<file path="src/sv/ptrr_pkg.sv">
// ----------------------------------------------------------------------------
// ptrr_pkg
// Shared types and codes of the pending table with round-robin replay.
// ----------------------------------------------------------------------------
package ptrr_pkg;

    localparam int DEPTH = 16;
    localparam int IDX_W = $clog2(DEPTH);
    localparam int CNT_W = $clog2(DEPTH + 1);
    localparam int CAP_W = 5;
    localparam int OCC_W = 5;

    localparam logic [1:0] CMD_ADD    = 2'd0;
    localparam logic [1:0] CMD_REMOVE = 2'd1;
    localparam logic [1:0] CMD_NEXT   = 2'd2;
    localparam logic [1:0] CMD_LOOKUP = 2'd3;

    localparam logic [2:0] ST_OK        = 3'd0;
    localparam logic [2:0] ST_NOT_FOUND = 3'd1;
    localparam logic [2:0] ST_FULL      = 3'd2;
    localparam logic [2:0] ST_DUP       = 3'd3;
    localparam logic [2:0] ST_EMPTY     = 3'd4;

    typedef struct packed {
        logic [31:0] tag;
        logic [31:0] handle;
        logic [15:0] orig_width;
        logic [15:0] orig_height;
        logic [15:0] scaled_width;
        logic [15:0] scaled_height;
    } entry_t;

    typedef struct packed {
        logic capture;  // item accepted: latch the select bit
        logic live;     // cell index below the entry count
        logic use_rr;   // select by position instead of by tag
        logic rr_hit;   // cell index equals the round-robin position
        logic load;     // write the appended entry
        logic shift;    // take the neighbor's entry
    } cell_ctrl_t;

    typedef enum logic [1:0] {
        S_IDLE = 2'b01,
        S_EXEC = 2'b10
    } state_t;

endpackage

</file>
<file path="src/sv/ptrr_if.sv">
// ----------------------------------------------------------------------------
// ptrr_req_if / ptrr_rsp_if
// Valid/ready channels for command items and result items.
// ----------------------------------------------------------------------------
interface ptrr_req_if;
    logic        valid;
    logic        ready;
    logic [1:0]  cmd;
    logic [31:0] tag;
    logic [31:0] handle;
    logic [15:0] orig_width;
    logic [15:0] orig_height;
    logic [15:0] scaled_width;
    logic [15:0] scaled_height;

    modport source (
        output valid, cmd, tag, handle, orig_width, orig_height,
               scaled_width, scaled_height,
        input  ready
    );
    modport sink (
        input  valid, cmd, tag, handle, orig_width, orig_height,
               scaled_width, scaled_height,
        output ready
    );
endinterface

interface ptrr_rsp_if;
    logic        valid;
    logic        ready;
    logic [2:0]  status;
    logic [31:0] out_tag;
    logic [31:0] out_handle;
    logic [15:0] out_orig_width;
    logic [15:0] out_orig_height;
    logic [15:0] out_scaled_width;
    logic [15:0] out_scaled_height;
    logic [4:0]  occupancy;
    logic        is_full;
    logic        is_empty;

    modport source (
        output valid, status, out_tag, out_handle, out_orig_width, out_orig_height,
               out_scaled_width, out_scaled_height, occupancy, is_full, is_empty,
        input  ready
    );
    modport sink (
        input  valid, status, out_tag, out_handle, out_orig_width, out_orig_height,
               out_scaled_width, out_scaled_height, occupancy, is_full, is_empty,
        output ready
    );
endinterface

</file>
<file path="src/sv/ptrr_cell.sv">
// ----------------------------------------------------------------------------
// ptrr_cell
// One table slot: holds an entry, compares its tag, shifts from its neighbor.
// ----------------------------------------------------------------------------
module ptrr_cell
    import ptrr_pkg::*;
(
    input  logic        clk,
    input  logic        rst_n,
    input  cell_ctrl_t  ctrl,
    input  logic [31:0] cmp_tag,
    input  entry_t      load_data,
    input  entry_t      next_data,
    output entry_t      data,
    output logic        sel
);

    entry_t data_reg;
    entry_t data_next;
    logic   sel_reg;
    logic   sel_next;

    always_comb
    begin
        data_next = data_reg;
        if (ctrl.load)
        begin
            data_next = load_data;
        end
        else if (ctrl.shift)
        begin
            data_next = next_data;
        end
    end

    always_comb
    begin
        sel_next = sel_reg;
        if (ctrl.capture)
        begin
            sel_next = ctrl.live & (ctrl.use_rr ? ctrl.rr_hit : (data_reg.tag == cmp_tag));
        end
    end

    always_ff @(posedge clk)
    begin
        data_reg <= data_next;
    end

    always_ff @(posedge clk or negedge rst_n)
    begin
        if (!rst_n)
        begin
            sel_reg <= 1'b0;
        end
        else
        begin
            sel_reg <= sel_next;
        end
    end

    assign data = data_reg;
    assign sel  = sel_reg;

endmodule

</file>
<file path="src/sv/pending_table_round_robin_replay_top.sv">
// ----------------------------------------------------------------------------
// pending_table_round_robin_replay_top
// Pending table in insertion order with add, remove, round-robin next, lookup.
// ----------------------------------------------------------------------------
// Per item, in the accept cycle every cell compares its tag with the item's
// tag (or marks the round-robin slot for next) and registers a select bit; in
// the execute state the selected entry is read out through an AND-OR across
// the row, the count and position are updated, and the cells load or shift.
// A new item is taken only after the last one executes; the result register
// lets the next item enter while an earlier result still waits. The user must
// write capacity through cfg_we/cfg_wdata only while the block is idle; the
// block does not enforce it. Capacity resets to 10. Table entries have no
// reset; only slots below the count ever take part in a compare.
// ----------------------------------------------------------------------------
module pending_table_round_robin_replay_top
    import ptrr_pkg::*;
(
    input  logic               clk,
    input  logic               rst_n,
    input  logic               cfg_we,
    input  logic [CAP_W-1:0]   cfg_wdata,
    ptrr_req_if.sink           req,
    ptrr_rsp_if.source         rsp
);

    localparam int CMP_W = (CNT_W > CAP_W) ? CNT_W : CAP_W;
    localparam int POS_W = IDX_W + 1;

    typedef struct packed {
        logic [2:0]       status;
        entry_t           entry;
        logic [OCC_W-1:0] occupancy;
        logic             is_full;
        logic             is_empty;
    } result_t;

    // Control and bookkeeping
    state_t             state_reg, state_next;
    logic [CAP_W-1:0]   cap_reg, cap_next;
    logic [CNT_W-1:0]   count_reg, count_next;
    logic [IDX_W-1:0]   rr_reg, rr_next;
    logic               out_valid_reg, out_valid_next;
    result_t            out_reg, out_next;
    logic [1:0]         cmd_reg;
    entry_t             item_reg;

    logic               accept;
    logic               exec_fire;

    // Cell row
    cell_ctrl_t         ctrl   [DEPTH];
    entry_t             cdata  [DEPTH];
    logic [DEPTH-1:0]   sel_vec;

    entry_t             pick;
    logic [IDX_W-1:0]   pick_idx;
    logic               hit;
    logic               full_now;
    logic               add_ok;
    logic               rm_ok;

    function automatic logic full_of(input logic [CNT_W-1:0] cnt,
                                     input logic [CAP_W-1:0] cap);
        return (CMP_W'(cnt) >= CMP_W'(cap)) || (CNT_W'(DEPTH) <= cnt);
    endfunction

    assign accept    = req.valid & req.ready;
    assign req.ready = (state_reg == S_IDLE);
    assign exec_fire = (state_reg == S_EXEC) & (~out_valid_reg | rsp.ready);

    // Gather the selected entry; tags are unique, so at most one bit is set
    always_comb
    begin
        pick     = '0;
        pick_idx = '0;
        for (int i = 0; i < DEPTH; i++)
        begin
            if (sel_vec[i])
            begin
                pick     = pick | cdata[i];
                pick_idx = pick_idx | IDX_W'(i);
            end
        end
    end

    assign hit      = |sel_vec;
    assign full_now = full_of(count_reg, cap_reg);
    assign add_ok   = (cmd_reg == CMD_ADD) & ~full_now & ~hit;
    assign rm_ok    = (cmd_reg == CMD_REMOVE) & hit;

    // Build the cells and their control
    for (genvar i = 0; i < DEPTH; i++)
    begin : g_cell
        always_comb
        begin
            ctrl[i].capture = accept;
            ctrl[i].live    = CNT_W'(i) < count_reg;
            ctrl[i].use_rr  = (req.cmd == CMD_NEXT);
            ctrl[i].rr_hit  = (IDX_W'(i) == rr_reg);
            ctrl[i].load    = exec_fire & add_ok & (count_reg[IDX_W-1:0] == IDX_W'(i));
            ctrl[i].shift   = exec_fire & rm_ok & (IDX_W'(i) >= pick_idx);
        end

        ptrr_cell u_cell (
            .clk       (clk),
            .rst_n     (rst_n),
            .ctrl      (ctrl[i]),
            .cmp_tag   (req.tag),
            .load_data (item_reg),
            .next_data ((i == DEPTH - 1) ? cdata[i] : cdata[(i + 1) % DEPTH]),
            .data      (cdata[i]),
            .sel       (sel_vec[i])
        );
    end

    // Execute the held item: status, count, position and the result
    always_comb
    begin
        logic [IDX_W-1:0] rr_adj;
        logic [POS_W-1:0] pos_inc;
        logic [2:0]       status;
        entry_t           ent;

        count_next = count_reg;
        rr_next    = rr_reg;
        status     = ST_OK;
        ent        = '0;
        rr_adj     = rr_reg;
        pos_inc    = POS_W'(rr_reg) + POS_W'(1);

        case (cmd_reg)
            CMD_ADD:
            begin
                if (full_now)
                begin
                    status = ST_FULL;
                end
                else if (hit)
                begin
                    status = ST_DUP;
                end
                else
                begin
                    count_next = count_reg + CNT_W'(1);
                end
            end
            CMD_REMOVE:
            begin
                if (!hit)
                begin
                    status = ST_NOT_FOUND;
                end
                else
                begin
                    count_next = count_reg - CNT_W'(1);
                    if (pick_idx < rr_reg)
                    begin
                        rr_adj = rr_reg - IDX_W'(1);
                    end
                    rr_next = (CNT_W'(rr_adj) >= count_next) ? '0 : rr_adj;
                end
            end
            CMD_NEXT:
            begin
                // The position always stays below a nonzero count
                if (count_reg == '0)
                begin
                    status = ST_EMPTY;
                end
                else
                begin
                    ent     = pick;
                    rr_next = (pos_inc >= POS_W'(count_reg)) ? '0 : rr_reg + IDX_W'(1);
                end
            end
            CMD_LOOKUP:
            begin
                if (hit)
                begin
                    ent = pick;
                end
                else
                begin
                    status = ST_NOT_FOUND;
                end
            end
            default:
            begin
                status = ST_OK;
            end
        endcase

        out_next           = out_reg;
        if (exec_fire)
        begin
            out_next.status    = status;
            out_next.entry     = ent;
            out_next.occupancy = OCC_W'(count_next);
            out_next.is_full   = full_of(count_next, cap_reg);
            out_next.is_empty  = (count_next == '0);
        end
        if (!exec_fire)
        begin
            count_next = count_reg;
            rr_next    = rr_reg;
        end
    end

    // Sequence: accept, then execute once the result register is free
    always_comb
    begin
        state_next = state_reg;
        case (state_reg)
            S_IDLE:
            begin
                if (accept)
                begin
                    state_next = S_EXEC;
                end
            end
            S_EXEC:
            begin
                if (exec_fire)
                begin
                    state_next = S_IDLE;
                end
            end
            default:
            begin
                state_next = S_IDLE;
            end
        endcase
    end

    always_comb
    begin
        out_valid_next = out_valid_reg;
        if (exec_fire)
        begin
            out_valid_next = 1'b1;
        end
        else if (rsp.ready)
        begin
            out_valid_next = 1'b0;
        end
    end

    assign cap_next = cfg_we ? cfg_wdata : cap_reg;

    always_ff @(posedge clk or negedge rst_n)
    begin
        if (!rst_n)
        begin
            state_reg     <= S_IDLE;
            cap_reg       <= CAP_W'(10);
            count_reg     <= '0;
            rr_reg        <= '0;
            out_valid_reg <= 1'b0;
        end
        else
        begin
            state_reg     <= state_next;
            cap_reg       <= cap_next;
            count_reg     <= count_next;
            rr_reg        <= rr_next;
            out_valid_reg <= out_valid_next;
        end
    end

    // Hold the accepted item and the result payload
    always_ff @(posedge clk)
    begin
        if (accept)
        begin
            cmd_reg                <= req.cmd;
            item_reg.tag           <= req.tag;
            item_reg.handle        <= req.handle;
            item_reg.orig_width    <= req.orig_width;
            item_reg.orig_height   <= req.orig_height;
            item_reg.scaled_width  <= req.scaled_width;
            item_reg.scaled_height <= req.scaled_height;
        end
        out_reg <= out_next;
    end

    assign rsp.valid             = out_valid_reg;
    assign rsp.status            = out_reg.status;
    assign rsp.out_tag           = out_reg.entry.tag;
    assign rsp.out_handle        = out_reg.entry.handle;
    assign rsp.out_orig_width    = out_reg.entry.orig_width;
    assign rsp.out_orig_height   = out_reg.entry.orig_height;
    assign rsp.out_scaled_width  = out_reg.entry.scaled_width;
    assign rsp.out_scaled_height = out_reg.entry.scaled_height;
    assign rsp.occupancy         = out_reg.occupancy;
    assign rsp.is_full           = out_reg.is_full;
    assign rsp.is_empty          = out_reg.is_empty;

    // Tags in live slots are unique, so no more than one cell is selected
    a_sel_onehot: assert property (@(posedge clk) disable iff (!rst_n)
        (state_reg == S_EXEC) |-> $onehot0(sel_vec))
        else $error("more than one cell selected");

    // The position stays inside the occupied slots
    a_rr_bound: assert property (@(posedge clk) disable iff (!rst_n)
        (count_reg == '0) ? (rr_reg == '0) : (CNT_W'(rr_reg) < count_reg))
        else $error("round-robin position outside table");

    // The count never passes the table depth
    a_count_bound: assert property (@(posedge clk) disable iff (!rst_n)
        count_reg <= CNT_W'(DEPTH))
        else $error("entry count above depth");

    // A refused or missed operation leaves the count as it was
    a_count_hold: assert property (@(posedge clk) disable iff (!rst_n)
        (exec_fire && !add_ok && !rm_ok) |=> (count_reg == $past(count_reg)))
        else $error("count changed without add or remove");

endmodule

</file>
<file path="src/flat_wrapper.sv">
// flat-port wrapper written by rule: the top's interface ports become plain ports
module pending_table_round_robin_replay_top_flat import ptrr_pkg::*;
  (clk, rst_n, cfg_we, cfg_wdata, req_valid, req_cmd, req_tag, req_handle, req_orig_width, req_orig_height, req_scaled_width, req_scaled_height, req_ready, rsp_valid, rsp_status, rsp_out_tag, rsp_out_handle, rsp_out_orig_width, rsp_out_orig_height, rsp_out_scaled_width, rsp_out_scaled_height, rsp_occupancy, rsp_is_full, rsp_is_empty, rsp_ready);
  ptrr_req_if req_i ();
  ptrr_rsp_if rsp_i ();
  input  logic clk;
  input  logic rst_n;
  input  logic cfg_we;
  input  logic [CAP_W-1:0] cfg_wdata;
  input wire logic [$bits(req_i.valid)-1:0] req_valid;
  input wire logic [$bits(req_i.cmd)-1:0] req_cmd;
  input wire logic [$bits(req_i.tag)-1:0] req_tag;
  input wire logic [$bits(req_i.handle)-1:0] req_handle;
  input wire logic [$bits(req_i.orig_width)-1:0] req_orig_width;
  input wire logic [$bits(req_i.orig_height)-1:0] req_orig_height;
  input wire logic [$bits(req_i.scaled_width)-1:0] req_scaled_width;
  input wire logic [$bits(req_i.scaled_height)-1:0] req_scaled_height;
  output wire logic [$bits(req_i.ready)-1:0] req_ready;
  output wire logic [$bits(rsp_i.valid)-1:0] rsp_valid;
  output wire logic [$bits(rsp_i.status)-1:0] rsp_status;
  output wire logic [$bits(rsp_i.out_tag)-1:0] rsp_out_tag;
  output wire logic [$bits(rsp_i.out_handle)-1:0] rsp_out_handle;
  output wire logic [$bits(rsp_i.out_orig_width)-1:0] rsp_out_orig_width;
  output wire logic [$bits(rsp_i.out_orig_height)-1:0] rsp_out_orig_height;
  output wire logic [$bits(rsp_i.out_scaled_width)-1:0] rsp_out_scaled_width;
  output wire logic [$bits(rsp_i.out_scaled_height)-1:0] rsp_out_scaled_height;
  output wire logic [$bits(rsp_i.occupancy)-1:0] rsp_occupancy;
  output wire logic [$bits(rsp_i.is_full)-1:0] rsp_is_full;
  output wire logic [$bits(rsp_i.is_empty)-1:0] rsp_is_empty;
  input wire logic [$bits(rsp_i.ready)-1:0] rsp_ready;
  assign req_i.valid = req_valid;
  assign req_i.cmd = req_cmd;
  assign req_i.tag = req_tag;
  assign req_i.handle = req_handle;
  assign req_i.orig_width = req_orig_width;
  assign req_i.orig_height = req_orig_height;
  assign req_i.scaled_width = req_scaled_width;
  assign req_i.scaled_height = req_scaled_height;
  assign req_ready = req_i.ready;
  assign rsp_valid = rsp_i.valid;
  assign rsp_status = rsp_i.status;
  assign rsp_out_tag = rsp_i.out_tag;
  assign rsp_out_handle = rsp_i.out_handle;
  assign rsp_out_orig_width = rsp_i.out_orig_width;
  assign rsp_out_orig_height = rsp_i.out_orig_height;
  assign rsp_out_scaled_width = rsp_i.out_scaled_width;
  assign rsp_out_scaled_height = rsp_i.out_scaled_height;
  assign rsp_occupancy = rsp_i.occupancy;
  assign rsp_is_full = rsp_i.is_full;
  assign rsp_is_empty = rsp_i.is_empty;
  assign rsp_i.ready = rsp_ready;
  pending_table_round_robin_replay_top u_core (.clk(clk), .rst_n(rst_n), .cfg_we(cfg_we), .cfg_wdata(cfg_wdata), .req(req_i), .rsp(rsp_i));
endmodule
</file>
<file path="config.mk">
export PLATFORM = sky130hd
export DESIGN_NAME = pending_table_round_robin_replay_top_flat
export DESIGN_NICKNAME = d
export VERILOG_FILES = /design/src/sv/ptrr_pkg.sv /design/src/sv/ptrr_if.sv /design/src/sv/ptrr_cell.sv /design/src/sv/pending_table_round_robin_replay_top.sv /design/src/flat_wrapper.sv
export SDC_FILE = /design/constraint.sdc
export NUM_CORES = 2
export LEC_CHECK = 0
export BUFFER_PORTS_ARGS = -buffer_cell sky130_fd_sc_hd__buf_4
export CAP_MARGIN = 20
export CORE_ASPECT_RATIO = 0.6
export CORE_MARGIN = 10
export CORE_UTILIZATION = 39
export CTS_BUF_LIST = sky130_fd_sc_hd__clkbuf_8
export DETAILED_ROUTE_END_ITERATION = 10
export PLACE_DENSITY = 0.66
export SLEW_MARGIN = 10
export SYNTH_ARGS = -nofsm -noshare
export SYNTH_HDL_FRONTEND = slang
export SYNTH_HIERARCHICAL = 1
export SYNTH_SLANG_ARGS = --single-unit
</file>
<file path="constraint.sdc">
create_clock -name clk -period 8.1 [get_ports clk]
set_clock_uncertainty 0.1 [all_clocks]
set_input_delay 0.405 -clock clk [delete_from_list [all_inputs] [get_ports clk]]
set_output_delay 0.405 -clock clk [all_outputs]
set_load 0.005 [all_outputs]
</file>
Word-level counts from Yosys, hierarchy flattened
Index checks and enable logic that the tools add are counted.
{"block": "word_totals", "regBits": 2349}
{"block": "classes", "bitwise_logic": 73, "n_eq_ne": 56, "muxes": 102, "magnitude_cmp": 38, "add_sub_neg": 5, "n_reduce_logical": 28}
{"op": "$mux 128", "count": 48}
{"op": "$or 128x128->128", "count": 15}
{"op": "$eq 32x32->1", "count": 16}
{"op": "$pmux 128 s2", "count": 1}
{"op": "$mux 4", "count": 15}
{"op": "$and 1x1->1", "count": 54}
{"op": "$lt 4x5->1 const A", "count": 8}
{"op": "$reduce_bool 2->1", "count": 17}
{"op": "$eq 4x4->1 const A", "count": 8}
{"op": "$eq 4x4->1 const B", "count": 8}
{"op": "$ge 4x4->1 const A", "count": 7}
{"op": "$lt 3x5->1 const A", "count": 4}
{"op": "$mux 1", "count": 20}
{"op": "$mux 3", "count": 6}
{"op": "$eq 3x4->1 const A", "count": 4}
{"op": "$eq 4x3->1 const B", "count": 4}
{"op": "$ge 3x4->1 const A", "count": 4}
{"op": "$reduce_or 16->1", "count": 1}
{"op": "$ge 5x5->1", "count": 3}
{"op": "$mux 5", "count": 3}
{"op": "$le 5x5->1 const A", "count": 2}
{"op": "$logic_not 5->1", "count": 2}
{"op": "$lt 1x5->1 const A", "count": 2}
{"op": "$lt 2x5->1 const A", "count": 2}
{"op": "30 further kinds", "count": 48}

Logic depth before layout (Yosys ltp)
{"block": "depth", "ltp_word": 33, "ltp_mapped": 17, "ltp_nobuf": 16}

Cells and area by module
The synthesis kept the hierarchy.
{"module": "ptrr_cell", "instances": 16, "area_per_inst_um2": 5831.8, "seq_area_each_um2": 3868.7, "cells_each": 322}
{"module": "pending_table_round_robin_replay_top", "instances": 1, "area_per_inst_um2": 21436.8, "seq_area_each_um2": 8476.9, "cells_each": 2090}

Worst setup path before layout
OpenSTA, ideal clock, no wires.
{"block": "synth_path", "path_kind": "flip-flop to flip-flop", "start": "register u_core.state_reg[1]", "end": "register u_core.g_cell[6].u_cell.data_reg, in the netlist u_core/g_cell[6].u_cell/data[0] (enable)", "path_buffers": 2, "stages_incl_launch_ff": 11, "arrival_ps": 4966, "period_less_slack_ps": 5499, "path_slack_ps": 2601, "path_cell_list": "dfrtp_1 > nor2b_1 > nand2_1 > inv_2 > nand2_1 > nor4_1 > nand2_1 > nor2_1 > buf_4 > buf_4 > or2_2"}
{"item": "start, declared", "line": "pending_table_round_robin_replay_top.sv:38", "text": "state_t state_reg, state_next;"}
{"item": "start signal, assigned", "line": "pending_table_round_robin_replay_top.sv:262", "text": "state_reg <= state_next;"}
{"item": "end signal, assigned", "line": "ptrr_cell.sv:47", "text": "data_reg <= data_next;"}
{"item": "end, declared", "line": "ptrr_cell.sv:18", "text": "entry_t data_reg;"}

==> flow_metrics.env <==
export IMPL_status="complete, no violations"
export IMPL_grt_util_met1_pct=36.7
export IMPL_synth_main_ff_cell="edfxtp_1"
export IMPL_dp_hpwl_um=232000
export IMPL_power_density_mw_per_mm2=201
export IMPL_antenna_found_initial=41
export IMPL_critPathArrivalTime_ns=6.70
export IMPL_die_area_mm2=0.317
export IMPL_numCtsBuffers=368
export IMPL_cts_tree="yes"
export IMPL_synth_top_cell_by_area="edfxtp_1"
export IMPL_h_tree_depth=5
export IMPL_finalSetupTns_ns=0
export IMPL_yosys_area_top_type_share_pct=60.6
export IMPL_start_util_pct=39.1
export IMPL_synth_nets=7413
export IMPL_post_drt_wl_per_cell_um=36.9
export IMPL_busiest_layer="met2"
export IMPL_min_path_type="input port to flop"
export IMPL_coreArea_mm2=0.293
export IMPL_ctsResizeCount=0
export IMPL_cellInternalPower_mw=19.0
export IMPL_synth_async_reset_ratio_pct=1.40
export IMPL_drv_slew=0
export IMPL_drv_cap=0
export IMPL_period_minus_slack_ns=6.15
export IMPL_routed_via_density=6.62
export IMPL_grt_max_degree=100
export IMPL_yosys_warnings=6
export IMPL_switching_power_mw=7.08
export IMPL_slew_headroom_pct=13.6
export IMPL_total_power_mw=26.0
export IMPL_clock_path_buffers=4
export IMPL_power_frac_clock_pct=37.0
export IMPL_insertion_delay_ns=1.11
export IMPL_synth_cell_types=57
export IMPL_grt_pass1_wl_um=614000
export IMPL_holdBufCountCts=231
export IMPL_period_share_pct=76.0
export IMPL_portBuffers=279
export IMPL_nNetsFinal=7969
export IMPL_postSynthAreaPerCell_um2=15.8
export IMPL_rsz0062_at_grt="false"
export IMPL_grt_use_met2_pct=38.7
export IMPL_yosysSeqAreaShare_pct=61.3
export IMPL_crit_required_ns=8.65
export IMPL_fin_util_pct=44.1
export IMPL_vias=79400
export IMPL_syn_inst=7242
export IMPL_ir_drop_v=0.000194
export IMPL_p_seq_share_pct=53.5
export IMPL_syn2layout_area_growth_pct=12.8
export IMPL_die_w_um=720
export IMPL_finalHoldViolCount=0
export IMPL_max_freq_ghz=0.162
export IMPL_power_switching_share_pct=27.2
export IMPL_gp_congestion=0.932
export IMPL_cp_end_kind="flop"
export IMPL_setup_ws_ns=1.95
export IMPL_drive_above_1_share_pct=36.9
export IMPL_cts_clk_slew_worst_paths_ns=0.06
export IMPL_synth_area_leaders="edfxtp_1 61%, mux2_2 20%, xnor2_1 3.6%"
export IMPL_r2r_cells=11
export IMPL_grt_usage_pct=26.7
export IMPL_synth_edf_count=2316
export IMPL_postCtsSetupBuffers=0
export IMPL_mostFrequentLayoutCell="edfxtp_1"
export IMPL_ctsRootBufferMaster="clkbuf_8"
export IMPL_cts_sinks=2349
export IMPL_p_leak_nw=39.9
export IMPL_met3_usage_pct=9.00
export IMPL_final_cell_mix="2316 x edfxtp_1, 2053 x mux2_2, 476 x xnor2_1"
export IMPL_worstSetupStartpointType="flop"
export IMPL_first_pass_iters=8
export IMPL_dp_slack_ns=2.17
export IMPL_hold_depth=2
export IMPL_ys_seq_elements=2349
export IMPL_drt_iter0_drc=13700
export IMPL_grt_pass1_vias=78500
export IMPL_crit_fanout=46
export IMPL_path_class="flop to flop"
export IMPL_wl_um=443000
export IMPL_io_pins=280
export IMPL_mappedNetlistArea_mm2=0.115
export IMPL_rows=154
export IMPL_worst_slew_pin_slew_ns=1.30
export IMPL_p_comb_share_pct=9.4
export IMPL_largest_reg_flops=2048
export IMPL_overflow=0
export IMPL_die_h_um=440
export IMPL_ant_nets=0
export IMPL_setup_violations_final=0
export IMPL_drcViolationCount=0
==> stage by stage <==
step                hold slack (ns)  cell area, um2  std cells
floorplan                   0.00941          115000       7242
global placement              0.296          120000      11100
detailed placement            0.302          120000      11100
CTS                        0.000917          129000      12000
global route                 0.0335          129000      12000
finish                       0.0517          129000      12000
==> synth_stat cells, types with 6 or more instances <==
library cell     n
nor2_1          34
mux2_2        2053
or2_2           16
clkbuf_1       219
nor4_1          42
a22oi_1        256
buf_6          160
nand2_1         78
nor3_1          23
and3_1         137
buf_4           48
nor2b_1          6
o22ai_1         16
xor2_1          17
ha_1            31
a22o_1         386
xnor2_1        476
o221ai_1        16
a221oi_1       400
nand2b_1        10
dfrtp_1         30
nand4_1        113
buf_1           28
and2_1           6
inv_1           68
nand3_1         24
buf_2           16
edfxtp_1      2316
a21oi_1         15
o21ai_0         27
a31oi_1        130
==> cell type report <==
type,instances,area [um2]
Fill cell,26000,164000
Sequential cell,2349,70400
Multi-Input combinational cell,4350,41100
Timing Repair Buffer,657,6100
Clock buffer,378,5200
Tap cell,3900,4880
Clock inverter,279,1370
Inverter,72,278
Antenna cell,10,25.0
==> power by group through the flow <==
stage          Clock (mW)  Sequential, mW  Combinational (mW)
6_report             9.64            13.9                2.46
3_5_place_dp            0            14.2                2.29
4_1_cts              9.78            13.9                2.41
5_1_grt              10.3            14.0                2.59
2_1_floorplan           0            14.0                1.33
3_3_place_gp            0            14.2                2.27
==> worst paths after layout <==
kind	from	to	slack (ns)
max	u_core/count_reg[0]$_DFFE_PN0P_	u_core/g_cell[12].u_cell/data[43]$_DFFE_PP_	1.95
min reg2reg	u_core/g_cell[8].u_cell/data[70]$_DFFE_PP_	u_core/g_cell[7].u_cell/data[70]$_DFFE_PP_	0.40
max reg2reg	u_core/count_reg[0]$_DFFE_PN0P_	u_core/g_cell[12].u_cell/data[43]$_DFFE_PP_	1.95
min	req_scaled_height[9]	u_core/item_reg[9]$_DFFE_PP_	0.05
min in group asynchronous	rst_n	u_core/state_reg[1]$_DFFE_PN0P_	0.28
max in group asynchronous	rst_n	u_core/g_cell[4].u_cell/sel$_DFFE_PN0P_	7.32
==> kinds of logic (layout without fill, tap and decap cells) <==
| family | Yosys count | after routing | synth area share (%) |
|---|---|---|---|
| compound gates | 1269 | 1269 | 8.94 |
| xor+xnor | 493 | 493 | 3.76 |
| fa+ha+maj | 31 | 31 | 0.338 |
| buf+inv | 543 | 1386 | 3.00 |
| flops | 2349 | 2349 | 61.3 |
| mux | 2054 | 2054 | 20.2 |
| other cells | 0 | 10 | 0 |
| simple gates | 503 | 503 | 2.47 |
==> critical path, cell delays in order (launching register included) <==
cell and delay, ns:
dfrtp_1 0.50, inv_1 0.24, ha_1 0.35, nand2b_1 0.16, a2111oi_0 0.71, o21ai_0 0.24, nor4_1 0.74, nand2_1 0.45
nor2_4 0.16, buf_4 0.54, or2_4 0.98, buf_12 0.47
==> per-layer routing <==
layer / wire length [um] / vias to the layer above / share of wire [%]
met3: 65700 / 1330 / 15
li1: - / 30600 / -
met1: 171000 / 40300 / 39
met4: 20400 / 36 / 4.6
met5: 393 / - / 0.089
met2: 186000 / 7023 / 42
Note: power is estimated with default switching activity, not from simulation.
